<file path="src/rtl/qsl_pkg.sv">
// Package for the quicksort unit: sizes, state encoding.
`default_nettype none
package qsl_pkg;
  localparam int MAX_ELEMENTS = 64;
  localparam int STACK_DEPTH  = 64;
  localparam int DATA_W       = 32;
  localparam int IDX_W        = $clog2(MAX_ELEMENTS);
  localparam int CNT_W        = IDX_W + 1;
  localparam int SP_W         = $clog2(STACK_DEPTH) + 1;
  localparam int RANGE_W      = 2 * IDX_W;
  localparam int CMP_W        = 12;
  localparam int SWP_W        = 12;
  localparam int ACC_W        = 13;

  typedef enum logic [3:0] {
    S_IDLE, S_INIT, S_POP, S_POPW, S_PIV, S_CMP, S_SWR, S_SWW,
    S_NEXT, S_FIN, S_FIN2, S_PUSHL, S_ORD, S_OUT
  } state_t;
endpackage
`default_nettype wire

</file>
<file path="src/rtl/qsl_ram.sv">
// Generic simple dual-port RAM with registered read.
`default_nettype none
module qsl_ram #(
  parameter int WIDTH = 32,
  parameter int DEPTH = 64
) (
  input  wire logic                     clk,
  input  wire logic                     we,
  input  wire logic [$clog2(DEPTH)-1:0] waddr,
  input  wire logic [WIDTH-1:0]         wdata,
  input  wire logic [$clog2(DEPTH)-1:0] raddr,
  output logic      [WIDTH-1:0]         rdata
);
  logic [WIDTH-1:0] mem [DEPTH];

  always_ff @(posedge clk) begin
    if (we) begin
      mem[waddr] <= wdata;
    end
    rdata <= mem[raddr];
  end
endmodule
`default_nettype wire

</file>
<file path="src/rtl/quicksort_lomuto_unit.sv">
// Quicksort (Lomuto partition) unit: loads words, sorts in RAM, streams them out.
// Loading: one word per cycle while busy is low; the word marked last (or the
//   64th word) starts the sort. Sort: each compare and each swap (states S_SWR,
//   S_SWW) runs in turn, all on one element RAM port pair.
// Output: n result words on consecutive cycles, after the sort ends via S_ORD;
//   the receiver cannot stall. Next load may start the cycle after the last word.
// Reset (rst, synchronous) clears control, counts and stack pointer; the RAMs
//   are not cleared and need no clearing pass.
`default_nettype none
module quicksort_lomuto_unit (
  input  wire logic                      clk,
  input  wire logic                      rst,
  input  wire logic                      start,
  output logic                           busy,
  input  wire logic [qsl_pkg::DATA_W-1:0] element_value,
  input  wire logic                      element_last,
  output logic                           result_valid,
  output logic [qsl_pkg::DATA_W-1:0]     sorted_value,
  output logic                           result_last,
  output logic [qsl_pkg::CMP_W-1:0]      compare_count,
  output logic [qsl_pkg::SWP_W-1:0]      swap_count,
  output logic [qsl_pkg::ACC_W-1:0]      access_count
);
  import qsl_pkg::*;

  state_t state, state_next;

  logic [CNT_W-1:0] count;     // words loaded = n during sort
  logic [SP_W-1:0]  sp;
  logic [IDX_W-1:0] lo, hi, j, nxt, k;
  logic [DATA_W-1:0] pivot, aj, an;
  logic [CMP_W-1:0] cmp;
  logic [SWP_W-1:0] swp;
  logic [ACC_W-1:0] acc;

  // element RAM
  logic              e_we;
  logic [IDX_W-1:0]  e_waddr, e_raddr;
  logic [DATA_W-1:0] e_wdata, e_rdata;
  // range stack RAM
  logic               s_we;
  logic [SP_W-2:0]    s_waddr, s_raddr;
  logic [RANGE_W-1:0] s_wdata, s_rdata;

  qsl_ram #(.WIDTH(DATA_W), .DEPTH(MAX_ELEMENTS)) u_elem (
    .clk(clk), .we(e_we), .waddr(e_waddr), .wdata(e_wdata),
    .raddr(e_raddr), .rdata(e_rdata)
  );

  qsl_ram #(.WIDTH(RANGE_W), .DEPTH(STACK_DEPTH)) u_stack (
    .clk(clk), .we(s_we), .waddr(s_waddr), .wdata(s_wdata),
    .raddr(s_raddr), .rdata(s_rdata)
  );

  logic accept, le, j1_lt_hi, j_lt_hi, push_r, push_l, out_end;
  logic [IDX_W-1:0] pop_lo, pop_hi;

  assign accept   = start && (state == S_IDLE);
  assign le       = $signed(e_rdata) <= $signed(pivot);
  assign j1_lt_hi = ({1'b0, j} + 1'b1) < {1'b0, hi};
  assign j_lt_hi  = j < hi;
  // right part p+1..hi and left part lo..p-1 need two or more words
  assign push_r   = ({1'b0, nxt} + 1'b1) < {1'b0, hi};
  assign push_l   = {1'b0, nxt} > ({1'b0, lo} + 1'b1);
  assign pop_lo   = s_rdata[RANGE_W-1:IDX_W];
  assign pop_hi   = s_rdata[IDX_W-1:0];
  assign out_end  = ({1'b0, k} + 1'b1) == count;

  // next state
  always_comb begin
    state_next = state;
    unique case (state)
      S_IDLE: begin
        if (accept && (element_last || count == CNT_W'(MAX_ELEMENTS - 1))) begin
          state_next = S_INIT;
        end
      end
      S_INIT:  state_next = (count < CNT_W'(2)) ? S_ORD : S_POP;
      S_POP:   state_next = (sp == '0) ? S_ORD : S_POPW;
      S_POPW:  state_next = (pop_lo >= pop_hi) ? S_POP : S_PIV;
      S_PIV:   state_next = S_CMP;
      S_CMP: begin
        if (le) begin
          state_next = S_SWR;
        end else if (!j1_lt_hi) begin
          state_next = S_FIN;
        end
      end
      S_SWR:   state_next = S_SWW;
      S_SWW:   state_next = S_NEXT;
      S_NEXT:  state_next = j_lt_hi ? S_CMP : S_FIN;
      S_FIN:   state_next = S_FIN2;
      S_FIN2:  state_next = S_PUSHL;
      S_PUSHL: state_next = S_POP;
      S_ORD:   state_next = S_OUT;
      S_OUT:   state_next = out_end ? S_IDLE : S_OUT;
      default: state_next = S_IDLE;
    endcase
  end

  // RAM control
  always_comb begin
    e_we    = 1'b0;
    e_waddr = nxt;
    e_wdata = aj;
    e_raddr = j;
    s_we    = 1'b0;
    s_waddr = sp[SP_W-2:0];
    s_wdata = {lo, hi};
    s_raddr = sp[SP_W-2:0] - 1'b1;
    unique case (state)
      S_IDLE: begin
        e_we    = accept;
        e_waddr = count[IDX_W-1:0];
        e_wdata = element_value;
      end
      S_INIT: begin
        s_we    = count >= CNT_W'(2);
        s_wdata = {IDX_W'(0), IDX_W'(count - 1'b1)};
      end
      S_POPW:  e_raddr = pop_hi;
      S_PIV:   e_raddr = lo;
      S_CMP: begin
        if (le || !j1_lt_hi) begin
          e_raddr = nxt;
        end else begin
          e_raddr = j + 1'b1;
        end
      end
      S_SWR: e_we = 1'b1;               // a[next] <= a[j]
      S_SWW: begin
        e_we    = 1'b1;                 // a[j] <= old a[next]
        e_waddr = j;
        e_wdata = an;
      end
      S_NEXT:  e_raddr = j_lt_hi ? j : nxt;
      S_FIN: begin
        e_we    = 1'b1;                 // pivot into place
        e_wdata = pivot;
      end
      S_FIN2: begin
        e_we    = 1'b1;
        e_waddr = hi;
        e_wdata = an;
        s_we    = push_r;
        s_wdata = {nxt + 1'b1, hi};
      end
      S_PUSHL: begin
        s_we    = push_l;
        s_wdata = {lo, nxt - 1'b1};
      end
      S_ORD:   e_raddr = '0;
      S_OUT:   e_raddr = k + 1'b1;
      default: ;
    endcase
  end

  // datapath registers
  always_ff @(posedge clk) begin
    if (rst) begin
      state <= S_IDLE;
      count <= '0;
      sp    <= '0;
      cmp   <= '0;
      swp   <= '0;
      acc   <= '0;
    end else begin
      state <= state_next;
      unique case (state)
        S_IDLE: if (accept) count <= count + 1'b1;
        S_INIT: begin
          cmp <= '0;
          swp <= '0;
          acc <= '0;
          sp  <= (count >= CNT_W'(2)) ? SP_W'(1) : '0;
        end
        S_POP:  if (sp != '0) sp <= sp - 1'b1;
        S_POPW: begin
          lo <= pop_lo;
          hi <= pop_hi;
        end
        S_PIV: begin
          pivot <= e_rdata;
          j     <= lo;
          nxt   <= lo;
        end
        S_CMP: begin
          // counts cannot reach their field maximum with 64 words
          cmp <= cmp + 1'b1;
          acc <= acc + 1'b1;
          aj  <= e_rdata;
          if (!le) j <= j + 1'b1;
        end
        S_SWR: an <= e_rdata;
        S_SWW: begin
          swp <= swp + 1'b1;
          acc <= acc + ACC_W'(2);
          nxt <= nxt + 1'b1;
          j   <= j + 1'b1;
        end
        S_FIN: an <= e_rdata;
        S_FIN2: begin
          swp <= swp + 1'b1;
          acc <= acc + ACC_W'(2);
          if (push_r) sp <= sp + 1'b1;
        end
        S_PUSHL: if (push_l) sp <= sp + 1'b1;
        S_ORD:  k <= '0;
        S_OUT: begin
          if (out_end) begin
            count <= '0;
          end else begin
            k <= k + 1'b1;
          end
        end
        default: ;
      endcase
    end
  end

  assign busy          = state != S_IDLE;
  assign result_valid  = state == S_OUT;
  assign sorted_value  = e_rdata;
  assign result_last   = (state == S_OUT) && out_end;
  assign compare_count = cmp;
  assign swap_count    = swp;
  assign access_count  = acc;

  a_valid_busy: assert property (@(posedge clk) disable iff (rst)
    result_valid |-> busy) else $error("result word while idle");
  a_last_idle: assert property (@(posedge clk) disable iff (rst)
    result_last |=> !busy) else $error("not idle after last word");
  a_sp_range: assert property (@(posedge clk) disable iff (rst)
    sp <= SP_W'(STACK_DEPTH)) else $error("range stack overflow");
  a_count_range: assert property (@(posedge clk) disable iff (rst)
    count <= CNT_W'(MAX_ELEMENTS)) else $error("element count overflow");
  a_stable_counts: assert property (@(posedge clk) disable iff (rst)
    (result_valid && $past(result_valid)) |-> $stable(acc))
    else $error("counts changed during output");
endmodule
`default_nettype wire

</file>
<file path="config.mk">
export PLATFORM = sky130hd
export DESIGN_NAME = quicksort_lomuto_unit
export DESIGN_NICKNAME = d
export VERILOG_FILES = /design/src/rtl/qsl_pkg.sv /design/src/rtl/qsl_ram.sv /design/src/rtl/quicksort_lomuto_unit.sv
export SDC_FILE = /design/constraint.sdc
export NUM_CORES = 2
export LEC_CHECK = 0
export BUFFER_PORTS_ARGS = -buffer_cell sky130_fd_sc_hd__buf_2
export CORE_MARGIN = 2
export CORE_UTILIZATION = 38
export CTS_BUF_LIST = sky130_fd_sc_hd__clkbuf_8
export DETAILED_ROUTE_END_ITERATION = 7
export SLEW_MARGIN = 20
export SYNTH_ARGS = -nofsm -noshare
export SYNTH_HDL_FRONTEND = slang
export SYNTH_SLANG_ARGS = --single-unit
</file>
<file path="constraint.sdc">
create_clock -name clk -period 5.91 [get_ports clk]
set_input_delay 0.591 -clock clk [delete_from_list [all_inputs] [get_ports clk]]
set_output_delay 0.591 -clock clk [all_outputs]
set_load 0.005 [all_outputs]
</file>
Word-level counts from Yosys, hierarchy flattened --
Memory sizes are Yosys's and may differ from the RTL's. A register that Yosys moved wholly into a read port is not among the register bits. Index checks and enable logic that the tools add are counted. W data, S select, Z words.
Word-level totals: flip-flop bits (word level) 181, bits in writable memories 2816, bits of input ports 36, output and inout port bits 72, memories 2
Operators by class: add/subtract/negate cells 17, order comparisons 8, eq/ne operators 24, mux-type cells 37, bitwise gates (word level) 1, reductions and logical operators 31
Memory list:
- u_elem.mem | depth 64, width 32, read ports 1, clocked after memory_dff 1, write ports 1, RTL line qsl_ram.sv:14 | logic [WIDTH-1:0] mem [DEPTH];
- u_stack.mem | depth 64, width 12, read ports 1, clocked after memory_dff 1, write ports 1, RTL line qsl_ram.sv:14
Operators with widths (number):
- $pmux W32 S3 | 1
- $pmux W4 S14 | 1
- $pmux W12 S2 | 2
- $pmux W13 S3 | 1
- $pmux W12 S3 | 1
- $pmux W6 S3 | 2
- $pmux W6 S6 | 1
- $mux W7 | 5
- $le A32 B32 Y1 | 1
- $add A6 B1 Y7 const B | 4
- $mux W4 | 7
- $pmux W7 S4 | 1
- $add A12 B1 Y12 const B | 2
- $eq A4 B4 Y1 const B | 6
- $mux W6 | 4
- $pmux W6 S2 | 2
- $add A6 B1 Y6 const B | 3
- $sub A6 B1 Y6 const B | 3
- $eq A4 B3 Y1 const B | 4
- $add A7 B1 Y7 const B | 2
- $lt A7 B6 Y1 | 2
- $pmux W7 S2 | 1
- $add A13 B1 Y13 const B | 1
- $add A13 B2 Y13 const B | 1
- other kinds (32) | 60

Logic depth before layout (Yosys ltp) --
depth in word-level cells 6, mapped depth 19, mapped depth without buffers 16

Cells and area by module --
A second synthesis with hierarchy kept.
Second synthesis, totals: cell total of the unflattened synthesis 5787, area, all modules 119119.2 µm²
By module, submodules not included:
- qsl_ram (u_elem) | instances 1, cells an instance 3324, area each 78515.3 µm²
- qsl_ram (u_stack) | instances 1, cells an instance 1339, area each 29851.1 µm²
- quicksort_lomuto_unit | instances 1, cells an instance 1124, area each 10752.8 µm²

Worst setup path before layout --
OpenSTA, ideal clock, no wires.
kind reg2reg, from reg state[1], to mem u_stack.mem[0][5] (netlist name), data pin, setup time 0.702 ns, data arrival time 4.132 ns, data required time 5.208 ns, path slack 1.077 ns, cell stages (with the launch flop) 9, buffers on the path 1, period minus slack after synthesis 4.833 ns, cell sequence dfxtp_1 nor2b_1 clkbuf_1 nand3_1 mux2i_1 nand2_1 nand4b_1 xnor2_1 o21ai_0
Between the ends: cells in the longest elaborated chain, start to end 2, elaborated cells between the ends (all ways) 4, classes of those cells eq/ne (3); mux (1)
Ends and longest elaborated chain:
- start: declaration | RTL line quicksort_lomuto_unit.sv:26 | state_t state, state_next;
- start signal: assignment | RTL line quicksort_lomuto_unit.sv:168 | state <= state_next;
- $eq A4 B4 Y1 or $eq A4 B1 Y1 (tied branches) | RTL line quicksort_lomuto_unit.sv:111 | unique case (state)
- $pmux W12 S3 * | RTL line quicksort_lomuto_unit.sv:111
- net s_wdata[5] | RTL line quicksort_lomuto_unit.sv:43 | logic [RANGE_W-1:0] s_wdata, s_rdata;
- end: declaration | RTL line qsl_ram.sv:14
The timed path passes the listed nets; every way through them passes the cells marked *.

Final worst setup path --
from reg j[0], to reg u_elem.rdata[5] (read register of u_elem.mem)
Between the ends: cells in the longest elaborated chain, start to end 6, elaborated cells between the ends (all ways) 9, classes of those cells add/sub (2); order compare (2); mux (3); reduce/logical (2)
Ends and longest elaborated chain:
- start: declaration | RTL line quicksort_lomuto_unit.sv:30 | logic [IDX_W-1:0] lo, hi, j, nxt, k;
- start signal: assignment | RTL line quicksort_lomuto_unit.sv:184 | j <= lo;
- start signal: assignment | RTL line quicksort_lomuto_unit.sv:192 | if (!le) j <= j + 1'b1;
- start signal: assignment | RTL line quicksort_lomuto_unit.sv:199 | j <= j + 1'b1;
- $add A6 B1 Y7 | RTL line quicksort_lomuto_unit.sv:60 | assign j1_lt_hi = ({1'b0, j} + 1'b1) < {1'b0, hi};
- $lt A7 B6 Y1 | RTL line quicksort_lomuto_unit.sv:60
- $logic_not A1 Y1 | RTL line quicksort_lomuto_unit.sv:124 | if (le || !j1_lt_hi) begin
- $logic_or A1 B1 Y1 | RTL line quicksort_lomuto_unit.sv:124
- $mux W6 | RTL line quicksort_lomuto_unit.sv:124
- $pmux W6 S6 * | RTL line quicksort_lomuto_unit.sv:111
- end: declaration | RTL line qsl_ram.sv:12 | output logic [WIDTH-1:0] rdata
Every way passes the cells marked *; elsewhere a longest branch is shown, timed or not. A chain may end at the register's enable or synchronous reset.

==> impl_table.tex <==
\begin{tabular}{lr}
\hline
Metric & Value \\
\hline
\multicolumn{2}{l}{\textbf{Worst hold path}} \\
Worst hold path class & in2reg \\
\multicolumn{2}{l}{\textbf{GRT}} \\
Number of antenna violations at the first check in global routing & 23 \\
Total global-route track usage & 0.222 \\
Overflow left after global routing & 0 \\
Number of global-route vias before repair & 75,200 \\
Largest net degree at the start of global routing & 105 \\
First-pass GRT wire length & 532,000 um \\
\multicolumn{2}{l}{\textbf{Drt}} \\
Wire length reported by the detailed router & 372,000 um \\
Post-route DRC & 1 \\
Antenna-violating nets left & 0 \\
Vias & 78,200 \\
Violation count after the first detailed-route iteration & 10,500 \\
First-pass detailed-route iteration total & 8 \\
Average via count per standard cell & 5.75 \\
Wire per inst & 27.4 um \\
\multicolumn{2}{l}{\textbf{Pwr}} \\
Power density relative to cell area & 527 nW/um2 \\
Total Power & 74.2 mW \\
Cell leakage power & 48.3 nW \\
Peak VDD IR & 1.19 mV \\
\multicolumn{2}{l}{\textbf{Final layout}} \\
Commonest cells after routing, fill and taps aside & sky130\_fd\_sc\_hd\_\_edfxtp\_1, sky130\_fd\_sc\_hd\_\_nand2\_1, sky130\_fd\_sc\_hd\_\_a211oi\_1, sky130\_fd\_sc\_hd\_\_and3\_1, sky130\_fd\_sc\_hd\_\_clkbuf\_8 \\
Area delta synth->final & 15.5\% \\
Final core occ & 0.440 \\
Proportion of layout cells with a drive suffix above 1 & 0.171 \\
Net count of the finished layout & 9,011 \\
Commonest non-fill, non-tap cell in the layout & sky130\_fd\_sc\_hd\_\_edfxtp\_1 \\
\multicolumn{2}{l}{\textbf{Die}} \\
Overall die height & 571 um \\
Horizontal die dimension & 571 um \\
Initial cell density of the core & 0.381 \\
IO Count & 108 \\
\# rows & 208 \\
Die Outline Area & 326,000 um2 \\
Area of the core & 320,000 um2 \\
\multicolumn{2}{l}{\textbf{Placement}} \\
Final estimated routing congestion in global placement & 0.923 \\
HPWL Detailed & 224,000 um \\
Number of port buffers & 107 \\
\multicolumn{2}{l}{\textbf{Clock network}} \\
CTS buffer count & 481 \\
Number of sinks driven by the clock tree & 3,041 \\
Clock Latency Late Sink & 1130 ps \\
Depth of the CTS H-tree & 5 \\
Longest Clk Path Bufs & 4 \\
Clock edge transition at the registers on the reported setup and hold paths & 70 ps \\
CTS tree & yes \\
Root buffer cell & sky130\_fd\_sc\_hd\_\_clkbuf\_8 \\
\multicolumn{2}{l}{\textbf{Yosys}} \\
Cells after synthesis & 8,347 \\
Primary FF master, synth & sky130\_fd\_sc\_hd\_\_edfxtp\_1 \\
Number of distinct library cells after synthesis & 84 \\
Area of the mapped netlist & 122,000 um2 \\
Post-synth net total & 8,460 \\
Async set or reset register ratio after synthesis & 0 \\
Average cell area after synthesis & 14.6 um2 \\
FF+latch count, synth & 3,041 \\
Number of warnings issued by yosys & 0 \\
EDFF count, synth & 2,942 \\
Share of the yosys chip area belonging to registers & 0.740 \\
\multicolumn{2}{l}{\textbf{Setup path}} \\
Crit path capture type & flop \\
Required arrival time at the worst endpoint & 6920 ps \\
Critical path start-end classification & reg2reg \\
Arrival time at the worst endpoint & 6670 ps \\
Maximum net fanout on the critical path & 45 \\
Sort of element at the start of the critical path & flop \\
\multicolumn{2}{l}{\textbf{STA}} \\
Transition time of the tightest slew-check pin & 1190 ps \\
Setup Viol. Count Final & 0 \\
Tcrit/Tclk final & 0.957 \\
Final min period & 5650 ps \\
Final hold violations & 0 \\
Worst slew slack as a fraction of its limit & 0.207 \\
Worst Skew & 91.5 ps \\
Final number of max-transition violations & 0 \\
RSZ-0062 raised after global routing & false \\
Highest achievable clock rate & 177 MHz \\
\multicolumn{2}{l}{\textbf{Run status}} \\
Violated checks & design-rule violations \\
Result of the run & finished, violations left \\
\multicolumn{2}{l}{\textbf{Flow run}} \\
Max-cap viol count & 0 \\
\hline
\end{tabular}
## final cells by class
cell class / instances / area (um2)
diodes: 16 / 40.0
clock buffers: 499 / 6870
clock inverters: 373 / 1890
fillers: 28400 / 179000
inverters: 67 / 251
multi-input cells: 4659 / 30400
flip-flops and latches: 3041 / 90300
well taps: 4305 / 5390
repair buffers: 648 / 5760
## state kept, by name, summed over array words and instances (netlist names)
signal,flops
sp,7
compare_count,12
u_elem.rdata,32
j,6
u_stack.mem,768
access_count,13
aj,32
an,32
state,4
hi,6
u_elem.mem,2048
count,7
lo,6
nxt,6
u_stack.rdata,12
pivot,32
k,6
swap_count,12
## stage by stage
step	TNS, ps	hold slack [ps]	instance area [um2]	worst slack (ps)	cells
6_report	0	125	141000	255	13600
5_1_grt	0	80.3	141000	66.9	13600
4_1_cts	-10.8	29.9	141000	-10.8	13600
3_5_place_dp	-542	440	132000	-366	12700
3_3_place_gp	-501	429	132000	-365	12700
2_1_floorplan	0	408	122000	1080	8347
## power breakdown
| group | internal (mW) | switching (mW) |
|---|---|---|
| combinational | 7.63 | 20.5 |
| sequential | 29.2 | 0.452 |
| clock | 8.17 | 8.28 |
## cells by family after synthesis
kind of cell	synth area share
AOI/OAI and AO/OA	0.0837
xor gates and xnor gates	0.00323
adders and majority gates	0.00795
buffers and inverters	0.0209
DFF	0.740
muxes	0.0410
and+or+nand+nor	0.103
## worst max-delay path, cell delays in order (launching register included)
cell and delay, ps:
sky130_fd_sc_hd__edfxtp_1 490, sky130_fd_sc_hd__ha_1 270, sky130_fd_sc_hd__and3_1 230, sky130_fd_sc_hd__xnor2_1 190
sky130_fd_sc_hd__inv_1 90, sky130_fd_sc_hd__ha_1 280, sky130_fd_sc_hd__o211ai_1 80, sky130_fd_sc_hd__a21oi_1 90
sky130_fd_sc_hd__a311o_1 380, sky130_fd_sc_hd__nor2_1 360, sky130_fd_sc_hd__a41oi_4 180, sky130_fd_sc_hd__buf_12 210
sky130_fd_sc_hd__nand2_8 370, sky130_fd_sc_hd__buf_12 240, sky130_fd_sc_hd__buf_12 230, sky130_fd_sc_hd__a211oi_1 110
sky130_fd_sc_hd__a31oi_1 170, sky130_fd_sc_hd__o22ai_1 160, sky130_fd_sc_hd__nor4_2 870, sky130_fd_sc_hd__and3_1 430
## per-layer routing
metal / global-route usage / vias to the layer above / wire length [um]
met5: 0 / - / 42
met4: 0.0937 / 6 / 16300
met3: 0.0408 / 687 / 35300
met2: 0.341 / 4065 / 168000
met1: 0.311 / 39900 / 152000
li1: - / 33500 / -
## repair_timing
item	CTS	global route
resized for setup	3	4
pin swaps	0	1
hold buffers	2	0
hold endpoints to repair	14	0
setup endpoints to repair	2	3
buffers inserted	0	4
## path summary, 6_finish.rpt
| kind | endpoint | startpoint | slack [ps] | cells past startpoint |
|---|---|---|---|---|
| worst min register to register | lo[3] | u_stack.rdata[9] | 450 | 0 |
| worst min-delay path | u_elem.mem[39][11] | element_value[11] | 130 | 3 |
| worst max register to register | u_elem.rdata[5] | j[0] | 260 | 19 |
| worst max-delay path | u_elem.rdata[5] | j[0] | 260 | 19 |
## cells in the mapped netlist (all sizes together), types with 66 or more instances
cell	instances	area share
edfxtp	2942	0.72
nand2	1381	0.042
a211oi	533	0.033
and3	519	0.027
clkbuf	408	0.013
nand3	279	0.011
a21oi	276	0.011
nor2	276	0.0085
o21ai	241	0.0099
a31oi	209	0.011
mux4	192	0.035
buf	172	0.0063
o22ai	128	0.0066
dfxtp	99	0.016
ha	76	0.0078
nor4	72	0.0038
inv	66	0.0020
No activity file was read; power rests on OpenSTA's default activity.
